--- src/rtl/ppa_pkg.sv ---
// Package for the polygon perimeter/area block: sequencer states, result widths
// and the status type shared by the root unit and the top level.
// No dependencies.
package ppa_pkg;

   localparam int PERIM_W    = 48;   // perimeter result, integer, no fraction bits
   localparam int AREA_W     = 62;   // area result, integer, no fraction bits
   localparam int DAREA_W    = 64;   // signed doubled-area accumulator
   localparam int RSP_DATA_W = 112;  // perimeter + area, padded to bytes

   localparam logic STATUS_CLOSED  = 1'b0;
   localparam logic STATUS_INVALID = 1'b1;

   typedef enum logic [3:0] {
      S_IDLE,
      S_MUL_DX,
      S_MUL_DY,
      S_MUL_UW,
      S_MUL_VW,
      S_CROSS,
      S_ROOT,
      S_ACC,
      S_EMIT
   } state_type;

   typedef struct packed {
      logic busy;
      logic done;
   } root_status_type;

endpackage

--- src/rtl/ppa_mul.sv ---
// Shared signed multiplier with a registered product.
// Used for the squared edge deltas and the fan cross terms; no package use.
module ppa_mul #(
   parameter int Width = 21
) (
   input  logic                      clock,
   input  logic signed [Width-1:0]   op_a,
   input  logic signed [Width-1:0]   op_b,
   output logic signed [2*Width-1:0] prod
);

   logic signed [2*Width-1:0] prod_ff;
   logic signed [2*Width-1:0] prod_in;

   assign prod_in = op_a * op_b;
   assign prod    = prod_ff;

   always_ff @(posedge clock) begin
      prod_ff <= prod_in;
   end

endmodule

--- src/rtl/ppa_isqrt.sv ---
// Iterative integer square root, one root bit per cycle (floor result).
// Depends on ppa_pkg for the status struct.
module ppa_isqrt #(
   parameter int RootWidth = 21
) (
   input  logic                         clock,
   input  logic                         reset,
   input  logic                         start,
   input  logic [2*RootWidth-1:0]       radicand,
   output logic [RootWidth-1:0]         root,
   output ppa_pkg::root_status_type     status
);
   import ppa_pkg::*;

   localparam int CntW = $clog2(RootWidth + 1);

   logic [2*RootWidth-1:0] rad_ff,  rad_in;
   logic [RootWidth-1:0]   rem_ff,  rem_in;
   logic [RootWidth-1:0]   root_ff, root_in;
   logic [CntW-1:0]        cnt_ff,  cnt_in;
   logic                   busy_ff, busy_in;
   logic                   done_ff, done_in;

   logic [RootWidth+1:0]   rem_sh;
   logic [RootWidth+1:0]   trial;
   logic [RootWidth+1:0]   diff;
   logic                   take;

   // bring down the next two radicand bits and try the next root bit
   assign rem_sh = {rem_ff, rad_ff[2*RootWidth-1 -: 2]};
   assign trial  = {root_ff, 2'b01};
   assign diff   = rem_sh - trial;
   assign take   = (rem_sh >= trial);

   always_comb begin
      rad_in  = rad_ff;
      rem_in  = rem_ff;
      root_in = root_ff;
      cnt_in  = cnt_ff;
      busy_in = busy_ff;
      done_in = 1'b0;
      if (start) begin
         rad_in  = radicand;
         rem_in  = '0;
         root_in = '0;
         cnt_in  = CntW'(RootWidth);
         busy_in = 1'b1;
      end else if (busy_ff) begin
         rad_in  = {rad_ff[2*RootWidth-3:0], 2'b00};
         rem_in  = take ? diff[RootWidth-1:0] : rem_sh[RootWidth-1:0];
         root_in = {root_ff[RootWidth-2:0], take};
         cnt_in  = cnt_ff - 1'b1;
         if (cnt_ff == CntW'(1)) begin
            busy_in = 1'b0;
            done_in = 1'b1;
         end
      end
   end

   always_ff @(posedge clock) begin
      if (reset) begin
         busy_ff <= 1'b0;
         done_ff <= 1'b0;
         cnt_ff  <= '0;
      end else begin
         busy_ff <= busy_in;
         done_ff <= done_in;
         cnt_ff  <= cnt_in;
      end
      rad_ff  <= rad_in;
      rem_ff  <= rem_in;
      root_ff <= root_in;
   end

   assign root        = root_ff;
   assign status.busy = busy_ff;
   assign status.done = done_ff;

endmodule

--- src/rtl/polygon_perimeter_area.sv ---
// Polygon perimeter and shoelace area: sequencer, accumulators, output register.
// Depends on ppa_pkg, ppa_mul (shared multiplier) and ppa_isqrt (root unit).
//
//  channel | dir | tdata (low bit up)                  | tuser
//  req     | in  | x_coord, y_coord, zero pad          | first_vertex
//  rsp     | out | perimeter[47:0], area[61:0], pad   | status
//
// A vertex that adds an edge makes four passes through the shared multiplier, then
// waits for the root unit resolving one bit a cycle; a vertex that closes the polygon
// also passes through the emit step for its result. Start vertices and ignored vertices
// are taken in the idle state alone; an invalid return goes straight to the emit step.
// req_tready is high only while idle; a result waits in the output register
// and the block stalls in its emit step only if that register is still full.
// Synchronous reset returns the block to idle with no polygon open.
module polygon_perimeter_area #(
   parameter int COORD_WIDTH = 20
) (
   input  logic                                    clock,
   input  logic                                    reset,
   input  logic                                    req_tvalid,
   output logic                                    req_tready,
   // x_coord, y_coord, zero pad
   input  logic [((2*COORD_WIDTH+7)/8)*8-1:0]      req_tdata,
   // first_vertex
   input  logic [0:0]                              req_tuser,
   output logic                                    rsp_tvalid,
   input  logic                                    rsp_tready,
   // perimeter, area, zero pad
   output logic [ppa_pkg::RSP_DATA_W-1:0]          rsp_tdata,
   // status
   output logic [0:0]                              rsp_tuser
);
   import ppa_pkg::*;

   localparam int CW     = COORD_WIDTH;
   localparam int OpW    = CW + 1;
   localparam int ProdW  = 2 * OpW;
   localparam int SqW    = 2 * CW + 1;
   localparam int RootW  = CW + 1;
   localparam int RadW   = 2 * RootW;
   localparam int CrossW = ProdW + 1;
   localparam int SumW   = ((CrossW > DAREA_W) ? CrossW : DAREA_W) + 1;

   state_type state_ff, state_in;

   logic [CW-1:0]      start_x_ff, start_x_in, start_y_ff, start_y_in;
   logic [CW-1:0]      prev_x_ff,  prev_x_in,  prev_y_ff,  prev_y_in;
   logic [CW-1:0]      cur_x_ff,   cur_x_in,   cur_y_ff,   cur_y_in;
   logic [1:0]         seen_ff,    seen_in;
   logic               active_ff,  active_in;
   logic               closing_ff, closing_in;
   logic               invalid_ff, invalid_in;
   logic [PERIM_W-1:0] perim_ff,   perim_in;
   logic [DAREA_W-1:0] darea_ff,   darea_in;
   logic [SqW-1:0]     sq_ff,      sq_in;
   logic [RadW-1:0]    rad_ff,     rad_in;
   logic [CrossW-1:0]  cross_ff,   cross_in;

   logic                  rsp_valid_ff, rsp_valid_in;
   logic [PERIM_W-1:0]    rsp_perim_ff, rsp_perim_in;
   logic [AREA_W-1:0]     rsp_area_ff,  rsp_area_in;
   logic                  rsp_status_ff, rsp_status_in;

   logic [CW-1:0]      req_x, req_y;
   logic               req_first;
   logic               req_fire;
   logic               req_is_start;

   logic signed [OpW-1:0]   mul_a, mul_b;
   logic signed [ProdW-1:0] prod;
   logic [OpW-1:0]          dx, dy, ux, uy, wx, wy;
   logic [CrossW-1:0]       prod_ext;

   logic                  root_start;
   logic [RootW-1:0]      root;
   root_status_type       root_stat;

   logic [PERIM_W:0]      perim_sum;
   logic [SumW-1:0]       darea_sum;
   logic [SumW-DAREA_W:0] darea_top;
   logic [DAREA_W-1:0]    darea_abs;
   logic [DAREA_W-2:0]    darea_half;
   logic                  out_free;

   assign req_x     = req_tdata[CW-1:0];
   assign req_y     = req_tdata[2*CW-1:CW];
   assign req_first = req_tuser[0];
   assign req_tready = (state_ff == S_IDLE);
   assign req_fire  = req_tvalid && req_tready;
   assign req_is_start = (req_x == start_x_ff) && (req_y == start_y_ff);

   // edge deltas and fan vectors, one bit wider than the coordinates
   assign dx = {cur_x_ff[CW-1], cur_x_ff} - {prev_x_ff[CW-1], prev_x_ff};
   assign dy = {cur_y_ff[CW-1], cur_y_ff} - {prev_y_ff[CW-1], prev_y_ff};
   assign ux = {prev_x_ff[CW-1], prev_x_ff} - {start_x_ff[CW-1], start_x_ff};
   assign uy = {prev_y_ff[CW-1], prev_y_ff} - {start_y_ff[CW-1], start_y_ff};
   assign wx = {cur_x_ff[CW-1], cur_x_ff} - {start_x_ff[CW-1], start_x_ff};
   assign wy = {cur_y_ff[CW-1], cur_y_ff} - {start_y_ff[CW-1], start_y_ff};

   assign prod_ext = {prod[ProdW-1], prod};

   assign perim_sum = {1'b0, perim_ff} + (PERIM_W+1)'(root);
   assign darea_sum = {{(SumW-DAREA_W){darea_ff[DAREA_W-1]}}, darea_ff}
                    + {{(SumW-CrossW){cross_ff[CrossW-1]}}, cross_ff};
   assign darea_top = darea_sum[SumW-1:DAREA_W-1];
   assign darea_abs = darea_ff[DAREA_W-1] ? (DAREA_W'(0) - darea_ff) : darea_ff;
   assign darea_half = darea_abs[DAREA_W-1:1];

   assign out_free = !rsp_valid_ff || rsp_tready;

   ppa_mul #(
      .Width (OpW)
   ) u_mul (
      .clock (clock),
      .op_a  (mul_a),
      .op_b  (mul_b),
      .prod  (prod)
   );

   ppa_isqrt #(
      .RootWidth (RootW)
   ) u_isqrt (
      .clock    (clock),
      .reset    (reset),
      .start    (root_start),
      .radicand (rad_ff),
      .root     (root),
      .status   (root_stat)
   );

   always_comb begin
      state_in      = state_ff;
      start_x_in    = start_x_ff;
      start_y_in    = start_y_ff;
      prev_x_in     = prev_x_ff;
      prev_y_in     = prev_y_ff;
      cur_x_in      = cur_x_ff;
      cur_y_in      = cur_y_ff;
      seen_in       = seen_ff;
      active_in     = active_ff;
      closing_in    = closing_ff;
      invalid_in    = invalid_ff;
      perim_in      = perim_ff;
      darea_in      = darea_ff;
      sq_in         = sq_ff;
      rad_in        = rad_ff;
      cross_in      = cross_ff;
      rsp_valid_in  = rsp_valid_ff && !rsp_tready;
      rsp_perim_in  = rsp_perim_ff;
      rsp_area_in   = rsp_area_ff;
      rsp_status_in = rsp_status_ff;
      mul_a         = '0;
      mul_b         = '0;
      root_start    = 1'b0;

      unique case (state_ff)
         S_IDLE: begin
            if (req_fire) begin
               if (req_first) begin
                  start_x_in = req_x;
                  start_y_in = req_y;
                  prev_x_in  = req_x;
                  prev_y_in  = req_y;
                  seen_in    = 2'd1;
                  active_in  = 1'b1;
                  perim_in   = '0;
                  darea_in   = '0;
               end else if (active_ff) begin
                  cur_x_in   = req_x;
                  cur_y_in   = req_y;
                  closing_in = req_is_start;
                  // start back too early: report invalid without any arithmetic
                  if (req_is_start && seen_ff != 2'd3) begin
                     invalid_in = 1'b1;
                     state_in   = S_EMIT;
                  end else begin
                     invalid_in = 1'b0;
                     state_in   = S_MUL_DX;
                  end
               end
            end
         end
         S_MUL_DX: begin
            mul_a    = dx;
            mul_b    = dx;
            state_in = S_MUL_DY;
         end
         S_MUL_DY: begin
            mul_a    = dy;
            mul_b    = dy;
            sq_in    = prod[SqW-1:0];
            state_in = S_MUL_UW;
         end
         S_MUL_UW: begin
            mul_a    = ux;
            mul_b    = wy;
            rad_in   = {1'b0, sq_ff} + {1'b0, prod[SqW-1:0]};
            state_in = S_MUL_VW;
         end
         S_MUL_VW: begin
            mul_a      = uy;
            mul_b      = wx;
            cross_in   = prod_ext;
            root_start = 1'b1;
            state_in   = S_CROSS;
         end
         S_CROSS: begin
            cross_in = cross_ff - prod_ext;
            state_in = S_ROOT;
         end
         S_ROOT: begin
            if (root_stat.done) begin
               state_in = S_ACC;
            end
         end
         S_ACC: begin
            perim_in = perim_sum[PERIM_W] ? {PERIM_W{1'b1}} : perim_sum[PERIM_W-1:0];
            if (closing_ff) begin
               state_in = S_EMIT;
            end else begin
               // clamp the doubled area to the signed 64-bit range
               if (darea_top == '0 || darea_top == '1) begin
                  darea_in = darea_sum[DAREA_W-1:0];
               end else if (darea_sum[SumW-1]) begin
                  darea_in = {1'b1, {(DAREA_W-1){1'b0}}};
               end else begin
                  darea_in = {1'b0, {(DAREA_W-1){1'b1}}};
               end
               prev_x_in = cur_x_ff;
               prev_y_in = cur_y_ff;
               seen_in   = (seen_ff == 2'd3) ? 2'd3
                         : ((seen_ff == 2'd0) ? 2'd2 : seen_ff + 2'd1);
               state_in  = S_IDLE;
            end
         end
         S_EMIT: begin
            if (out_free) begin
               rsp_valid_in = 1'b1;
               if (invalid_ff) begin
                  rsp_perim_in  = '0;
                  rsp_area_in   = '0;
                  rsp_status_in = STATUS_INVALID;
               end else begin
                  rsp_perim_in  = perim_ff;
                  rsp_area_in   = darea_half[DAREA_W-2] ? {AREA_W{1'b1}}
                                                        : darea_half[AREA_W-1:0];
                  rsp_status_in = STATUS_CLOSED;
               end
               active_in = 1'b0;
               state_in  = S_IDLE;
            end
         end
         default: begin
            state_in = S_IDLE;
         end
      endcase
   end

   always_ff @(posedge clock) begin
      if (reset) begin
         state_ff     <= S_IDLE;
         active_ff    <= 1'b0;
         seen_ff      <= '0;
         rsp_valid_ff <= 1'b0;
      end else begin
         state_ff     <= state_in;
         active_ff    <= active_in;
         seen_ff      <= seen_in;
         rsp_valid_ff <= rsp_valid_in;
      end
      start_x_ff    <= start_x_in;
      start_y_ff    <= start_y_in;
      prev_x_ff     <= prev_x_in;
      prev_y_ff     <= prev_y_in;
      cur_x_ff      <= cur_x_in;
      cur_y_ff      <= cur_y_in;
      closing_ff    <= closing_in;
      invalid_ff    <= invalid_in;
      perim_ff      <= perim_in;
      darea_ff      <= darea_in;
      sq_ff         <= sq_in;
      rad_ff        <= rad_in;
      cross_ff      <= cross_in;
      rsp_perim_ff  <= rsp_perim_in;
      rsp_area_ff   <= rsp_area_in;
      rsp_status_ff <= rsp_status_in;
   end

   assign rsp_tvalid   = rsp_valid_ff;
   assign rsp_tdata    = {{(RSP_DATA_W-PERIM_W-AREA_W){1'b0}}, rsp_area_ff, rsp_perim_ff};
   assign rsp_tuser[0] = rsp_status_ff;

   a_root_start_idle: assert property (@(posedge clock) disable iff (reset)
      root_start |-> !root_stat.busy)
      else $error("root unit restarted while busy");

   a_acc_after_root: assert property (@(posedge clock) disable iff (reset)
      (state_ff == S_ACC) |-> !root_stat.busy)
      else $error("accumulating before the root settled");

   a_emit_holds: assert property (@(posedge clock) disable iff (reset)
      (state_ff == S_EMIT && rsp_valid_ff && !rsp_tready) |=> (state_ff == S_EMIT))
      else $error("result emitted over an untaken word");

   a_invalid_zero: assert property (@(posedge clock) disable iff (reset)
      (rsp_tvalid && rsp_tuser[0] == STATUS_INVALID) |-> (rsp_tdata == '0))
      else $error("invalid status with nonzero payload");

endmodule

--- config.mk ---
export PLATFORM = sky130hd
export DESIGN_NAME = polygon_perimeter_area
export DESIGN_NICKNAME = d
export VERILOG_FILES = /design/src/rtl/ppa_pkg.sv /design/src/rtl/ppa_mul.sv /design/src/rtl/ppa_isqrt.sv /design/src/rtl/polygon_perimeter_area.sv
export SDC_FILE = /design/constraint.sdc
export NUM_CORES = 2
export LEC_CHECK = 0
export BUFFER_PORTS_ARGS = -buffer_cell sky130_fd_sc_hd__buf_2
export CAP_MARGIN = 15
export CORE_ASPECT_RATIO = 1.4
export CORE_MARGIN = 5
export CORE_UTILIZATION = 41
export CTS_CLUSTER_SIZE = 8
export DETAILED_ROUTE_END_ITERATION = 7
export PLACE_DENSITY = 0.6
export SLEW_MARGIN = 0
export SYNTH_ARGS = -nofsm -noshare
export SYNTH_HDL_FRONTEND = slang
export SYNTH_HIERARCHICAL = 1
export SYNTH_SLANG_ARGS = --single-unit
--- constraint.sdc ---
create_clock -name clock -period 8.6 [get_ports clock]
set_clock_uncertainty 0.2 [all_clocks]
set_input_delay 0.43 -clock clock [delete_from_list [all_inputs] [get_ports clock]]
set_output_delay 0.43 -clock clock [all_outputs]
set_load 0.05 [all_outputs]
==> metrics list <==
- Final hold violation count: 0
* Number of detailed-route iterations in the first pass: 5
- The total area inside the core boundary comes to 0.137 sq mm.
- Die Area: 0.146 sq mm
- Overall die width: 324 microns
- Setup repair after global routing could not meet its margin everywhere.
* Avg Cell Area, Syn: 9.62 sq um
* Total grt overflow: 0
- Number of instances in the synthesized netlist: 5,882
- Entering global routing, the biggest net connects 73 pins.
* Sink Count: 612
- Together, buffers and inverters on the worst path number 5.
- Path type of the worst min-delay path: in2reg
* Power per standard cell area: 268 mW/mm^2
- No sink is reached through more buffers than the 3 on the longest clock path.
- Worst-path cell with the longest stage delay: sky130_fd_sc_hd__a221o_2
- TritonCTS clock tree: yes
- Fraction of final layout cells with drive strength greater than 1: 0.185
* Warnings, synthesis: 6
- Total via count in the routed design: 44,559
- Worst hold start: reset
- Before CTS, the worst setup slack after placement is -915 ps.
- On the worst path, the slowest cell contributes a delay of 520 ps.
- In the final design database the tool counted 7,451 nets.
- The layer flagged by global routing as most heavily used is met2.
- Arrival time worst endpoint: 9700 ps
* Count of final setup violators: 19
- In the global route stage, met1 resource usage came out at 0.232.
* Worst-case setup margin in the final layout: -744 ps
* Setup Crit Path Kind: reg2reg
* Worst hold path cell count: 2
- Min cycle time layout: 9340 ps
* Detailed-route wire length per cell: 18.8 microns
- STA classifies the critical path startpoint as a flop.
* WL final: 157,000 microns
- After detailed placement, the total cell area comes to 0.0630 sq mm.
* CP top delay family: adder cells
* Total CTS buffers: 88
* Count of buffers from port buffering: 157
* Internal reg-to-reg setup slack: -740 ps
* Sort of element at the end of the critical path: flop
* Wire length of the first global-routing pass: 247,000 microns
- In this run the number of H-tree levels came out at 3.
- For this run, the total global-route usage over all layers was measured as 0.211.
* Y dimension of the die: 450 microns
- The detailed router finished its first iteration with 1,886 violations.
* Post-detailed-route DRC marker count: 0
- Std-Cell Rows: 161
* Design area: 0.0677 sq mm
- Worst slew slack as a fraction of its limit: 0.209
- The mapped netlist covers 0.0566 sq mm.
- In this run the remaining antenna-violating nets after routing total 0.
- Once detailed placement completed, the half-perimeter wirelength came to 126,000 microns.
- Most used cell, CP: sky130_fd_sc_hd__fa_1
* Max-slew violations: 0
- Buffer cell driving the clock tree root: sky130_fd_sc_hd__clkbuf_16
* FILL cells: 12,711
- Top achievable clock speed: 107 MHz
- Top-Level Pins: 160
- The number of global-route vias before repair was 46,664.
- In this run the worst path has a maximum fanout of 5.
- Initial core utilization: 0.412
- Clock latency on the worst-skew pair: 690 ps
- For met2 alone, demand over resource in global routing was 0.408.
* Synth-to-Final Area Change: 19.7%
* Via/cell ratio: 5.32
- R2R depth: 34
- The tool flagged a number of max-cap violations equal to 0.
* Worst ir drop on vdd: 0.194 mV
* Reported leakage power: 30.2 nW
- Met3 Track Usage GR: 0.0204
- For the pin with the worst max-slew slack, the measured transition is 1190 ps.
* Run status: finished with violations
- Worst R2R End: u_mul/prod[39]
- Origin of the critical flop-to-flop path: cur_y_ff[1]
- The path with the worst hold slack has its endpoint at u_isqrt/busy_ff.
- At the end of routability-driven placement, the weighted congestion stood at 0.928.
* Required @ worst endpoint: 8950 ps
- After clock tree synthesis, the clock-pin slew on the worst setup and hold paths is 50 ps.
* Period utilization: 1.09
- Initial antenna violation count: 1
* Utilization of the core after routing: 0.493
- The checks that failed: negative setup slack.
-- how the worst max path moves through the flow --
| stage | startpoint | slack [ps] | cells past startpoint | end |
|---|---|---|---|---|
| after floorplan | prev_y_ff[0] | -120 | 34 | u_mul/prod[40] |
| after global placement | start_x_ff[0] | -810 | 36 | u_mul/prod[40] |
| after detailed placement | start_x_ff[0] | -920 | 36 | u_mul/prod[38] |
| after CTS | prev_y_ff[0] | -740 | 33 | u_mul/prod[40] |
| after global routing | cur_y_ff[0] | -1080 | 37 | u_mul/prod[40] |
| final | cur_y_ff[1] | -740 | 34 | u_mul/prod[39] |
-- layout make-up --
class	instances	area, sq um	area share
clock inverter	8	103	0.00151
multi-input combinational	4276	36700	0.541
antenna	3	7.51	0.000111
clock buffer	153	2490	0.0367
timing repair buffer	781	6000	0.0885
tap	1793	2240	0.0331
sequential	612	17400	0.257
inverter	753	2840	0.0420
-- worst reg2reg max path: cells and delay by family, from the launching register on --
| family | cells | cell delay, ps |
|---|---|---|
| adders and majority gates | 9 | 3970 |
| AOI/OAI and AO/OA | 14 | 3100 |
| buffers and inverters | 5 | 820 |
| and+or+nand+nor | 4 | 510 |
| DFF | 1 | 430 |
| xor gates and xnor gates | 2 | 200 |
-- timing repair --
| action | 4_1_cts | 5_1_grt |
|---|---|---|
| cloned | 0 | 6 |
| pin swaps | 50 | 97 |
| hold buffers | 43 | 0 |
| hold endpoints to repair | 123 | 0 |
| setup endpoints to repair | 25 | 28 |
| setup buffers | 30 | 33 |
| gates resized for setup | 83 | 225 |
-- layout by cell type (no fill, tap or decap), types with 190 or more instances in the layout --
cell / instances
sky130_fd_sc_hd__inv_1: 713
sky130_fd_sc_hd__nand2_1: 589
sky130_fd_sc_hd__buf_4: 523
sky130_fd_sc_hd__edfxtp_1: 513
sky130_fd_sc_hd__fa_1: 438
sky130_fd_sc_hd__ha_1: 398
sky130_fd_sc_hd__a21oi_1: 340
sky130_fd_sc_hd__nor2_1: 247
sky130_fd_sc_hd__xor2_1: 211
sky130_fd_sc_hd__and2_1: 207
sky130_fd_sc_hd__o21ai_0: 190
sky130_fd_sc_hd__xnor2_1: 190
-- sequential cells by signal, summed over array words and instances, names as in the netlist, 2 cells and up --
name / cells
u_isqrt/rem_ff: 21
rsp_perim_ff: 48
prev_x_ff: 20
u_mul/prod: 42
rsp_area_ff: 62
state_ff: 4
seen_ff: 2
u_isqrt/root: 21
u_isqrt/rad_ff: 42
darea_ff: 64
perim_ff: 48
rad_ff: 42
start_x_ff: 20
u_isqrt/cnt_ff: 5
sq_ff: 41
prev_y_ff: 20
cur_y_ff: 20
cross_ff: 43
start_y_ff: 20
cur_x_ff: 20
-- power by group --
group | switching (mW) | internal [mW]
Sequential | 0.328 | 3.80
Clock | 1.34 | 1.95
Combinational | 6.00 | 4.76
Total | 7.66 | 10.5
-- through the flow --
step / power [mW] / hold slack [ps] / setup TNS [ps] / cells
finish: 18.2 / 40.8 / -9960 / 8379
CTS: 17.8 / 0.542 / -10210 / 8343
floorplan: 10.8 / 234 / -289 / 5883
detailed placement: 14.2 / 273 / -13080 / 8109
global route: 19.6 / 47.0 / -16560 / 8377
global placement: 14.1 / 278 / -11230 / 8109
-- layer usage --
metal,wire (microns),share of wire
met3,4990,0.032
met5,0,0
met1,59800,0.38
met4,7890,0.050
met2,84700,0.54
No activity file was read; power rests on OpenSTA's default activity.
